--- src/sv/brr_pkg.sv ---
// ----------------------------------------------------------------------------
// brr_pkg: shared types and constants for the BRR ADPCM block decoder
// Header fields, predictor filter codes and arithmetic limits.
// ----------------------------------------------------------------------------
package brr_pkg;

   // working width of the predictor sum (covers the worst case of filter 3)
   localparam int AccW = 20;

   // largest scale that shifts the nibble; above it only the sign is kept
   localparam logic [3:0] ScaleMax = 4'd12;

   localparam logic signed [AccW-1:0] SignOnly = AccW'(-2048);
   localparam logic signed [AccW-1:0] AccMin   = AccW'(-32768);
   localparam logic signed [AccW-1:0] AccMax   = AccW'(32767);

   // predictor filter selected by header bits 3:2
   typedef enum logic [1:0] {
      FILT_NONE  = 2'd0,
      FILT_ONE   = 2'd1,
      FILT_TWO   = 2'd2,
      FILT_THREE = 2'd3
   } filter_type;

   // block header as held for the data bytes that follow it
   typedef struct packed {
      logic [3:0] scale;
      filter_type filter;
      logic       loop_bit;
      logic       end_bit;
   } hdr_type;

endpackage

--- src/sv/brr_nibble_dec.sv ---
// ----------------------------------------------------------------------------
// brr_nibble_dec: one-nibble ADPCM decode
// Scales a signed nibble, adds the selected prediction over two history
// samples, clamps to 16 bits and doubles with 16-bit wrap.
// ----------------------------------------------------------------------------
module brr_nibble_dec import brr_pkg::*; (
   input  logic [3:0]         nibble,
   input  hdr_type            hdr,
   input  logic signed [15:0] hist_new,
   input  logic signed [15:0] hist_old,
   output logic signed [15:0] sample
);

   logic signed [AccW-1:0] nib_x;
   logic signed [AccW-1:0] shifted;
   logic signed [AccW-1:0] scaled;
   logic signed [AccW-1:0] p1;
   logic signed [AccW-1:0] p2;
   logic signed [AccW-1:0] p1_x3;
   logic signed [AccW-1:0] p1_x13;
   logic signed [AccW-1:0] p2_x3;
   logic signed [AccW-1:0] pred;
   logic signed [AccW-1:0] sum;
   logic signed [15:0]     clamped;

   // scale the nibble, or keep only its sign for large scales
   always_comb begin
      nib_x   = {{(AccW-4){nibble[3]}}, nibble};
      shifted = nib_x <<< hdr.scale;
      if (hdr.scale <= ScaleMax) begin
         scaled = shifted >>> 1;
      end else begin
         scaled = nibble[3] ? SignOnly : '0;
      end
   end

   // halved history and small constant multiples
   always_comb begin
      p1     = $signed({{(AccW-16){hist_new[15]}}, hist_new}) >>> 1;
      p2     = $signed({{(AccW-16){hist_old[15]}}, hist_old}) >>> 1;
      p1_x3  = p1 + (p1 <<< 1);
      p1_x13 = (p1 <<< 3) + (p1 <<< 2) + p1;
      p2_x3  = p2 + (p2 <<< 1);
   end

   // predictor filters
   always_comb begin
      case (hdr.filter)
         FILT_NONE:  pred = '0;
         FILT_ONE:   pred = p1 + ((-p1) >>> 4);
         FILT_TWO:   pred = (p1 <<< 1) + ((-p1_x3) >>> 5) - p2 + (p2 >>> 4);
         FILT_THREE: pred = (p1 <<< 1) + ((-p1_x13) >>> 6) - p2 + (p2_x3 >>> 4);
         default:    pred = '0;
      endcase
   end

   // clamp to 16 bits, then double with wrap
   always_comb begin
      sum = scaled + pred;
      if (sum < AccMin) begin
         clamped = AccMin[15:0];
      end else if (sum > AccMax) begin
         clamped = AccMax[15:0];
      end else begin
         clamped = sum[15:0];
      end
      sample = {clamped[14:0], 1'b0};
   end

endmodule

--- src/sv/brr_adpcm_block_decoder.sv ---
// ----------------------------------------------------------------------------
// brr_adpcm_block_decoder: BRR ADPCM block decoder, one byte per item
// Usage:
//   req_* carries the bytes of 9-byte blocks. An item with req_tuser[0] set
//   is a header: it loads scale, filter, loop and end and gives no result
//   (req_tuser[1] with it makes the header read as zero). Every other item
//   is a data byte and gives two samples on rsp_*, high nibble first;
//   rsp_tlast marks the second one.
//   Each sample is decoded from the byte in the input register and is then
//   held in the result register.
//   A data byte is decoded one nibble at a time, because the shared nibble
//   decoder feeds each sample back into the filter history; the next item
//   is taken as the low nibble is decoded, and a header needs no free output.
//   The input register takes a new item while the result register still
//   holds a sample that the receiver has not taken.
//   Stall: while rsp_tready is low and a result is held, decoding stops
//   and req_tready falls once the input register holds a data byte.
//   Reset clears history, header state and the byte position to zero and
//   empties both registers.
// ----------------------------------------------------------------------------
module brr_adpcm_block_decoder import brr_pkg::*; (
   input  logic        clock,
   input  logic        reset,
   input  logic        req_tvalid,
   output logic        req_tready,
   input  logic [7:0]  req_tdata,   // [7:0] data_byte
   input  logic [1:0]  req_tuser,   // [0] block_start, [1] ignore_header
   output logic        rsp_tvalid,
   input  logic        rsp_tready,
   output logic [23:0] rsp_tdata,   // [15:0] pcm_sample, [19:16] sample_index, [23:20] zero
   output logic [1:0]  rsp_tuser,   // [0] loop_flag, [1] end_flag
   output logic        rsp_tlast    // last
);

   logic               in_valid_ff, in_valid_in;
   logic [7:0]         in_byte_ff;
   logic               in_start_ff;
   logic               in_ignore_ff;
   logic               phase_ff, phase_in;
   hdr_type            hdr_ff, hdr_in;
   logic [2:0]         pos_ff, pos_in;
   logic signed [15:0] hist_new_ff, hist_new_in;
   logic signed [15:0] hist_old_ff, hist_old_in;
   logic               rsp_valid_ff, rsp_valid_in;
   logic signed [15:0] rsp_sample_ff;
   logic [3:0]         rsp_index_ff;
   logic               rsp_loop_ff;
   logic               rsp_end_ff;
   logic               rsp_last_ff;

   logic               out_free;
   logic               is_hdr;
   logic               do_sample;
   logic               consume;
   logic [3:0]         nibble;
   logic [7:0]         hdr_bits;
   logic signed [15:0] dec_sample;

   // handshake and work selection
   always_comb begin
      out_free   = !rsp_valid_ff || rsp_tready;
      is_hdr     = in_valid_ff && in_start_ff;
      do_sample  = in_valid_ff && !in_start_ff && out_free;
      consume    = is_hdr || (do_sample && phase_ff);
      req_tready = !in_valid_ff || consume;
      nibble     = phase_ff ? in_byte_ff[3:0] : in_byte_ff[7:4];
      hdr_bits   = in_ignore_ff ? 8'd0 : in_byte_ff;
   end

   brr_nibble_dec u_dec (
      .nibble   (nibble),
      .hdr      (hdr_ff),
      .hist_new (hist_new_ff),
      .hist_old (hist_old_ff),
      .sample   (dec_sample)
   );

   // next state of control, header and history
   always_comb begin
      in_valid_in  = in_valid_ff;
      phase_in     = phase_ff;
      hdr_in       = hdr_ff;
      pos_in       = pos_ff;
      hist_new_in  = hist_new_ff;
      hist_old_in  = hist_old_ff;
      rsp_valid_in = rsp_valid_ff;

      if (req_tready) begin
         in_valid_in = req_tvalid;
      end

      if (is_hdr) begin
         hdr_in.scale    = hdr_bits[7:4];
         hdr_in.filter   = filter_type'(hdr_bits[3:2]);
         hdr_in.loop_bit = hdr_bits[1];
         hdr_in.end_bit  = hdr_bits[0];
         pos_in          = '0;
      end

      if (do_sample) begin
         hist_old_in = hist_new_ff;
         hist_new_in = dec_sample;
         phase_in    = !phase_ff;
         if (phase_ff) begin
            pos_in = pos_ff + 3'd1;
         end
      end

      if (do_sample) begin
         rsp_valid_in = 1'b1;
      end else if (rsp_tready) begin
         rsp_valid_in = 1'b0;
      end
   end

   // control and decoder state
   always_ff @(posedge clock) begin
      if (reset) begin
         in_valid_ff  <= 1'b0;
         phase_ff     <= 1'b0;
         hdr_ff       <= '0;
         pos_ff       <= '0;
         hist_new_ff  <= '0;
         hist_old_ff  <= '0;
         rsp_valid_ff <= 1'b0;
      end else begin
         in_valid_ff  <= in_valid_in;
         phase_ff     <= phase_in;
         hdr_ff       <= hdr_in;
         pos_ff       <= pos_in;
         hist_new_ff  <= hist_new_in;
         hist_old_ff  <= hist_old_in;
         rsp_valid_ff <= rsp_valid_in;
      end
   end

   // input payload: load on accept
   always_ff @(posedge clock) begin
      if (req_tvalid && req_tready) begin
         in_byte_ff   <= req_tdata;
         in_start_ff  <= req_tuser[0];
         in_ignore_ff <= req_tuser[1];
      end
   end

   // result payload: load with each decoded sample
   always_ff @(posedge clock) begin
      if (do_sample) begin
         rsp_sample_ff <= dec_sample;
         rsp_index_ff  <= {pos_ff, phase_ff};
         rsp_loop_ff   <= hdr_ff.loop_bit;
         rsp_end_ff    <= hdr_ff.end_bit;
         rsp_last_ff   <= phase_ff;
      end
   end

   assign rsp_tvalid = rsp_valid_ff;
   assign rsp_tdata  = {4'd0, rsp_index_ff, rsp_sample_ff};
   assign rsp_tuser  = {rsp_end_ff, rsp_loop_ff};
   assign rsp_tlast  = rsp_last_ff;

`ifndef SYNTHESIS
   // a pending low nibble always belongs to a held data byte
   a_phase_has_byte: assert property (@(posedge clock) disable iff (reset)
      phase_ff |-> (in_valid_ff && !in_start_ff))
      else $error("low nibble pending without a held data byte");

   // the second sample of a byte has an odd index, the first an even one
   a_last_matches_index: assert property (@(posedge clock) disable iff (reset)
      rsp_tvalid |-> (rsp_tdata[16] == rsp_tlast))
      else $error("sample index and last disagree");

   // a first sample is followed by the second one of the same byte
   a_low_follows_high: assert property (@(posedge clock) disable iff (reset)
      (do_sample && !phase_ff) |=> (phase_ff && in_valid_ff))
      else $error("high nibble not followed by low nibble");

   // a held data byte with a blocked output keeps the input closed
   a_stall_blocks_input: assert property (@(posedge clock) disable iff (reset)
      (in_valid_ff && !in_start_ff && rsp_valid_ff && !rsp_tready) |-> !req_tready)
      else $error("input opened while decoding is stalled");
`endif

endmodule
--- config.mk ---
export PLATFORM = sky130hd
export DESIGN_NAME = brr_adpcm_block_decoder
export DESIGN_NICKNAME = d
export VERILOG_FILES = /design/src/sv/brr_pkg.sv /design/src/sv/brr_nibble_dec.sv /design/src/sv/brr_adpcm_block_decoder.sv
export SDC_FILE = /design/constraint.sdc
export NUM_CORES = 1
export LEC_CHECK = 0
export BUFFER_PORTS_ARGS = -buffer_cell sky130_fd_sc_hd__buf_2
export CAP_MARGIN = 20
export CORE_MARGIN = 3
export CORE_UTILIZATION = 30
export CTS_CLUSTER_SIZE = 25
export DETAILED_ROUTE_END_ITERATION = 16
export PLACE_DENSITY = 0.44
export SETUP_SLACK_MARGIN = 0.5
export SLEW_MARGIN = 20
export SYNTH_ARGS = -nofsm -noshare
export SYNTH_HDL_FRONTEND = slang
export SYNTH_SLANG_ARGS = --single-unit
--- constraint.sdc ---
create_clock -name clock -period 11.7 [get_ports clock]
set_clock_uncertainty 0.15 [all_clocks]
set_input_delay 2.34 -clock clock [delete_from_list [all_inputs] [get_ports clock]]
set_output_delay 2.34 -clock clock [all_outputs]
set_load 0.02 [all_outputs]
Word-level counts from Yosys, hierarchy flattened
Cells that the tools add are included.
{"block": "totals", "register_bits": 76, "output_inout_bits": 29, "input_bits": 14, "elab_cells": 67}
{"block": "op_classes", "mux": 12, "magnitude_cmp": 3, "eq_ne": 3, "n_shift": 1, "n_reduce_logical": 14, "n_addsub": 16}
{"operator": "$pmux 20 s4", "n": 1}
{"operator": "$add 15x16->17", "n": 3}
{"operator": "$mux 20", "n": 2}
{"operator": "$sub 17x15->18", "n": 2}
{"operator": "$mux 15", "n": 2}
{"operator": "$add 19x15->20", "n": 1}
{"operator": "$add 20x11->20", "n": 1}
{"operator": "$add 20x20->20", "n": 1}
{"operator": "$gt 20x16->1 const B", "n": 1}
{"operator": "$lt 20x16->1 const B", "n": 1}
{"operator": "$neg 15->20", "n": 1}
{"operator": "$neg 17->20", "n": 1}
{"operator": "$neg 20->20", "n": 1}
{"operator": "$sshl 4x4->20", "n": 1}
{"operator": "$add 18x13->19", "n": 1}
{"operator": "$add 18x17->19", "n": 1}
{"operator": "$add 16x14->17", "n": 1}
{"operator": "$add 16x15->17", "n": 1}
{"operator": "$mux 3", "n": 3}
{"operator": "$mux 8", "n": 1}
{"operator": "$logic_and 1x1->1", "n": 5}
{"operator": "$eq 2x2->1 const B", "n": 2}
{"operator": "$le 4x4->1 const B", "n": 1}
{"operator": "$logic_not 1->1", "n": 4}
{"operator": "7 further kinds", "n": 10}

Depth between registers and ports, before layout
{"block": "logic_depth", "depth_word": 11, "ltp_mapped": 44, "mapped_depth_nobuf": 42}

By module
Synthesis repeated with hierarchy kept, for this count alone.
{"block": "hier_totals", "hier_cells": 1290, "area_unflattened_um2": 10864.2}
{"mod": "brr_nibble_dec", "area_each_um2": 7961.4, "cells_each": 1029, "n_inst": 1, "seq_area_each_um2": 0.0}
{"mod": "brr_adpcm_block_decoder", "area_each_um2": 2902.8, "cells_each": 261, "n_inst": 1, "seq_area_each_um2": 1881.8}

Least setup slack after synthesis
No wires, ideal clock.
{"block": "synth_timing", "path_type": "reg-to-reg", "start": "register hist_new_ff[2]", "end": "register rsp_sample_ff[4], data pin", "n_path_buf": 2, "synth_period_minus_slack_ns": 9.106, "arrival_ns": 8.690, "path_slack_ns": 2.594, "setup_time_ns": 0.266, "path_stages_with_launch": 44, "cell_sequence": "dfxtp_1 buf_2 inv_1 fa_1 ha_1 inv_1 ha_1 nor3b_1 o31a_1 o21ai_0 a21oi_1 o31a_1 o21ai_0 nand2b_1 a21o_1 a21oi_1 xnor2_1 fa_1 [... 8 more ...] nor2b_1 nor2_1 xor2_1 nand2_1 o211ai_1 o21ai_0 ha_1 o21a_1 o21ai_2 nor3_1 a2111oi_0 o311ai_0 or3_1 o211ai_1 mux2i_2 buf_6 nor2_2 nor2_1"}
{"block": "synth_via", "elab_chain_len": 11, "elab_cells_between_ends": 19}
{"item": "start, declared", "line_no": "brr_adpcm_block_decoder.sv:42", "text": "logic signed [15:0] hist_new_ff, hist_new_in;"}
{"item": "start signal, assigned", "line_no": "brr_adpcm_block_decoder.sv:131", "text": "hist_new_ff <= hist_new_in;"}
{"item": "$add 18x17->19", "line_no": "brr_nibble_dec.sv:42", "text": "p1_x13 = (p1 <<< 3) + (p1 <<< 2) + p1;"}
{"item": "$add 19x15->20", "line_no": "brr_nibble_dec.sv:42"}
{"item": "$neg 20->20", "line_no": "brr_nibble_dec.sv:52", "text": "FILT_THREE: pred = (p1 <<< 1) + ((-p1_x13) >>> 6) - p2 + (p2_x3 >>> 4);"}
{"item": "$add 16x14->17", "line_no": "brr_nibble_dec.sv:52"}
{"item": "$sub 17x15->18", "line_no": "brr_nibble_dec.sv:52"}
{"item": "$add 18x13->19", "line_no": "brr_nibble_dec.sv:52"}
{"item": "$pmux 20 s4 (*)", "line_no": "brr_nibble_dec.sv:48", "text": "case (hdr.filter)"}
{"item": "$add 20x20->20 (*)", "line_no": "brr_nibble_dec.sv:59", "text": "sum = scaled + pred;"}
{"item": "$gt 20x16->1", "line_no": "brr_nibble_dec.sv:62", "text": "end else if (sum > AccMax) begin"}
{"item": "$mux 15", "line_no": "brr_nibble_dec.sv:62"}
{"item": "$mux 15 (*)", "line_no": "brr_nibble_dec.sv:60", "text": "if (sum < AccMin) begin"}
{"item": "named net dec_sample[4]", "line_no": "brr_adpcm_block_decoder.sv:57", "text": "logic signed [15:0] dec_sample;"}
{"item": "end signal, assigned", "line_no": "brr_adpcm_block_decoder.sv:149", "text": "rsp_sample_ff <= dec_sample;"}
{"item": "end, declared", "line_no": "brr_adpcm_block_decoder.sv:45", "text": "logic signed [15:0] rsp_sample_ff;"}
The timed path passes the listed nets; every way through them passes the cells marked *.
A chain may end at the register's enable or synchronous reset.

Final worst setup path
{"block": "layout_timing", "start": "register hist_new_ff[1]", "end": "register rsp_sample_ff[3], data pin"}
Same word-level chain as after synthesis.

==> impl_metrics.tcl <==
set metrics [dict create \
    report.final.slew_viol_count 0 \
    numCtsBuffers 9 \
    ff2ff_setup_slack_ps 1350 \
    startpoint_type "register" \
    gp_congestion 0.847 \
    synth_cells 1345 \
    coreArea_mm2 0.0367 \
    end_kind "register" \
    grt_max_degree 42 \
    postCtsSetupBuffers 0 \
    num_rows 70 \
    hold_depth 0 \
    required_ps 11630 \
    worstSetupPathType "reg2reg" \
    routed_wl_um 32100 \
    synth_top_area_cell "ha_1" \
    synth_ff_type "dfxtp_1" \
    ys_seq_area_frac 0.162 \
    drv_cap 0 \
    crit_arrival_ps 10280 \
    hpwl_um 26000 \
    yosysUniqueCellTypes 81 \
    crit_start "hist_new_ff[1]$_SDFFE_PP0P_" \
    min_period_ps 10350 \
    synth.most_common_cell "ha_1" \
    critPathMaxFanout 14 \
    final_layout_size_suffix_gt1_frac 0.0871 \
    synth_area_mm2 0.0112 \
    numPortBuffers 37 \
    h-tree-depth 3 \
    clk_pin_slew_worst_paths_ps 70 \
    finalSetupViolations 0 \
    worstSkewPairLatency_ps 340 \
    fp.dieW_um 199 \
    finalCritPeriodShare 0.885 \
    ctsHoldBuffers 0 \
    finalSetupTns_ps 0 \
    yosysWarningCount 0 \
    syn_avg_cell_area_um2 8.33 \
    grt_pass1_vias 9073 \
    cts_resized 0 \
    ant_nets 0 \
    synth_common_cells "ha_1 (162), inv_1 (138), nand2_1 (119)" \
    max_clock_freq_mhz 96.6 \
    area_growth_pct 9.47 \
    routedWlPerCell_um 17.4 \
    holdCritStartpoint "hdr_ff[0]$_SDFFE_PP0P_" \
    diodes 0 \
    cts_sinks 75 \
    synth.area.top_cells "ha_1 (18%), fa_1 (11%), edfxtp_1 (8.3%)" \
    die_y_um 199 \
    vias 9339 \
    slew_headroom 0.381 \
    grt-ovfl-total 0 \
    synth_edf_count 31 \
    drtIter0Drc 412 \
    min_to "rsp_end_ff$_DFFE_PP_" \
    tightest_slew_ps 905 \
    viasPerCell 5.06 \
    hp-class "reg2reg" \
    drc_errors 0 \
    initial_core_util 0.305 \
    async_reset_ff_frac 0 \
    rsz0062_at_grt "false" \
    grt_pass1_wl_um 51100 \
    cts_tree "done" \
    hold_viol_final 0 \
    reg2reg_depth 42 \
    dr.pass1.iters 5 \
    antenna_found_initial 0 \
    synth_seq_cells 75 \
    yosysTopAreaCellShare 0.181 \
    num_io_pins 43 \
    r2r_start "hist_new_ff[1]$_SDFFE_PP0P_" \
    r2r-end "rsp_sample_ff[3]$_DFFE_PP_" \
    cts_buffer_depth 2 \
    cts_root_buf "clkbuf_16" \
    cpMaxStageDelayCell "dfxtp_1" \
    outcome "completed" \
    max_stage_delay_ps 690 \
    fin_nets 1610 \
    design.die.area_mm2 0.0397 \
    globalRouteTotalUtil 0.166 \
]
[layout make-up]
type,count,area [um2]
Clock buffer,10,239
Inverter,138,518
Fill cell,3893,24400
Tap cell,468,586
Clock inverter,6,95.1
Sequential cell,75,1810
Timing Repair Buffer,56,328
Multi-Input combinational cell,1093,8690
[layer usage]
| metal | GRT usage | vias up | routed length [um] |
|---|---|---|---|
| li1 | - | 4763 | - |
| met1 | 0.249 | 4408 | 16700 |
| met2 | 0.256 | 137 | 13700 |
| met3 | 0.0157 | 31 | 986 |
| met4 | 0.0383 | 0 | 631 |
| met5 | 0 | - | 0 |
[cells in the final DEF, fill, tap and decap left out, types with 33 or more instances in the layout]
cell / count
fa_1: 61
inv_1: 137
xnor2_1: 78
nor2_1: 99
nand2_1: 119
xor2_1: 37
a21o_1: 33
o21ai_0: 53
a21oi_1: 106
dfxtp_1: 43
buf_2: 37
ha_1: 162
[sequential cells by signal (all words and copies together), names as in the netlist]
register       cells
in_ignore_ff       1
in_valid_ff        1
in_byte_ff         8
rsp_sample_ff     15
hist_new_ff       15
hist_old_ff       15
rsp_loop_ff        1
rsp_end_ff         1
rsp_index_ff       4
rsp_tvalid         1
hdr_ff             8
pos_ff             3
phase_ff           1
in_start_ff        1
[worst max-delay path: cells and delay by family (launching register included)]
kind	cells	cell delay [ps]
AO/OA/AOI/OAI	18	4290
flip-flops	1	690
AND/OR/NAND/NOR	9	1370
adder cells (fa/ha/maj)	7	2650
XOR/XNOR	2	280
buffers and inverters	5	540
multiplexers	1	100
[logic make-up after synthesis]
logic type / synth area share
other cells: 0.000335
flops: 0.162
simple gates: 0.163
fa+ha+maj: 0.290
compound gates: 0.210
mux: 0.0171
xor+xnor: 0.0923
buf+inv: 0.0655
[per-stage QoR]
step / setup WS (ps) / util / cells / area, um2 / hold slack, ps
floorplan: 2590 / - / 1349 / 11200 / 256
global placement: 1200 / 0.325 / 1830 / 11900 / 268
detailed placement: 1170 / 0.325 / 1830 / 11900 / 273
CTS: 1080 / 0.334 / 1846 / 12300 / 287
global route: 568 / 0.334 / 1846 / 12300 / 299
finish: 1350 / 0.334 / 1846 / 12300 / 281
[worst max-delay path by stage]
stage | to | slack [ps] | depth (start not counted)
2_1_floorplan | rsp_sample_ff[4]$_DFFE_PP_ | 2590 | 43
3_3_place_gp | hist_new_ff[1]$_SDFFE_PP0P_ | 1200 | 39
3_5_place_dp | rsp_sample_ff[3]$_DFFE_PP_ | 1170 | 42
4_1_cts | rsp_sample_ff[3]$_DFFE_PP_ | 1080 | 42
5_1_grt | rsp_sample_ff[3]$_DFFE_PP_ | 570 | 42
6_report | rsp_sample_ff[3]$_DFFE_PP_ | 1350 | 42
Power is not shown: default switching activity piles up to over one toggle a cycle in this logic, so the estimate is an artifact.
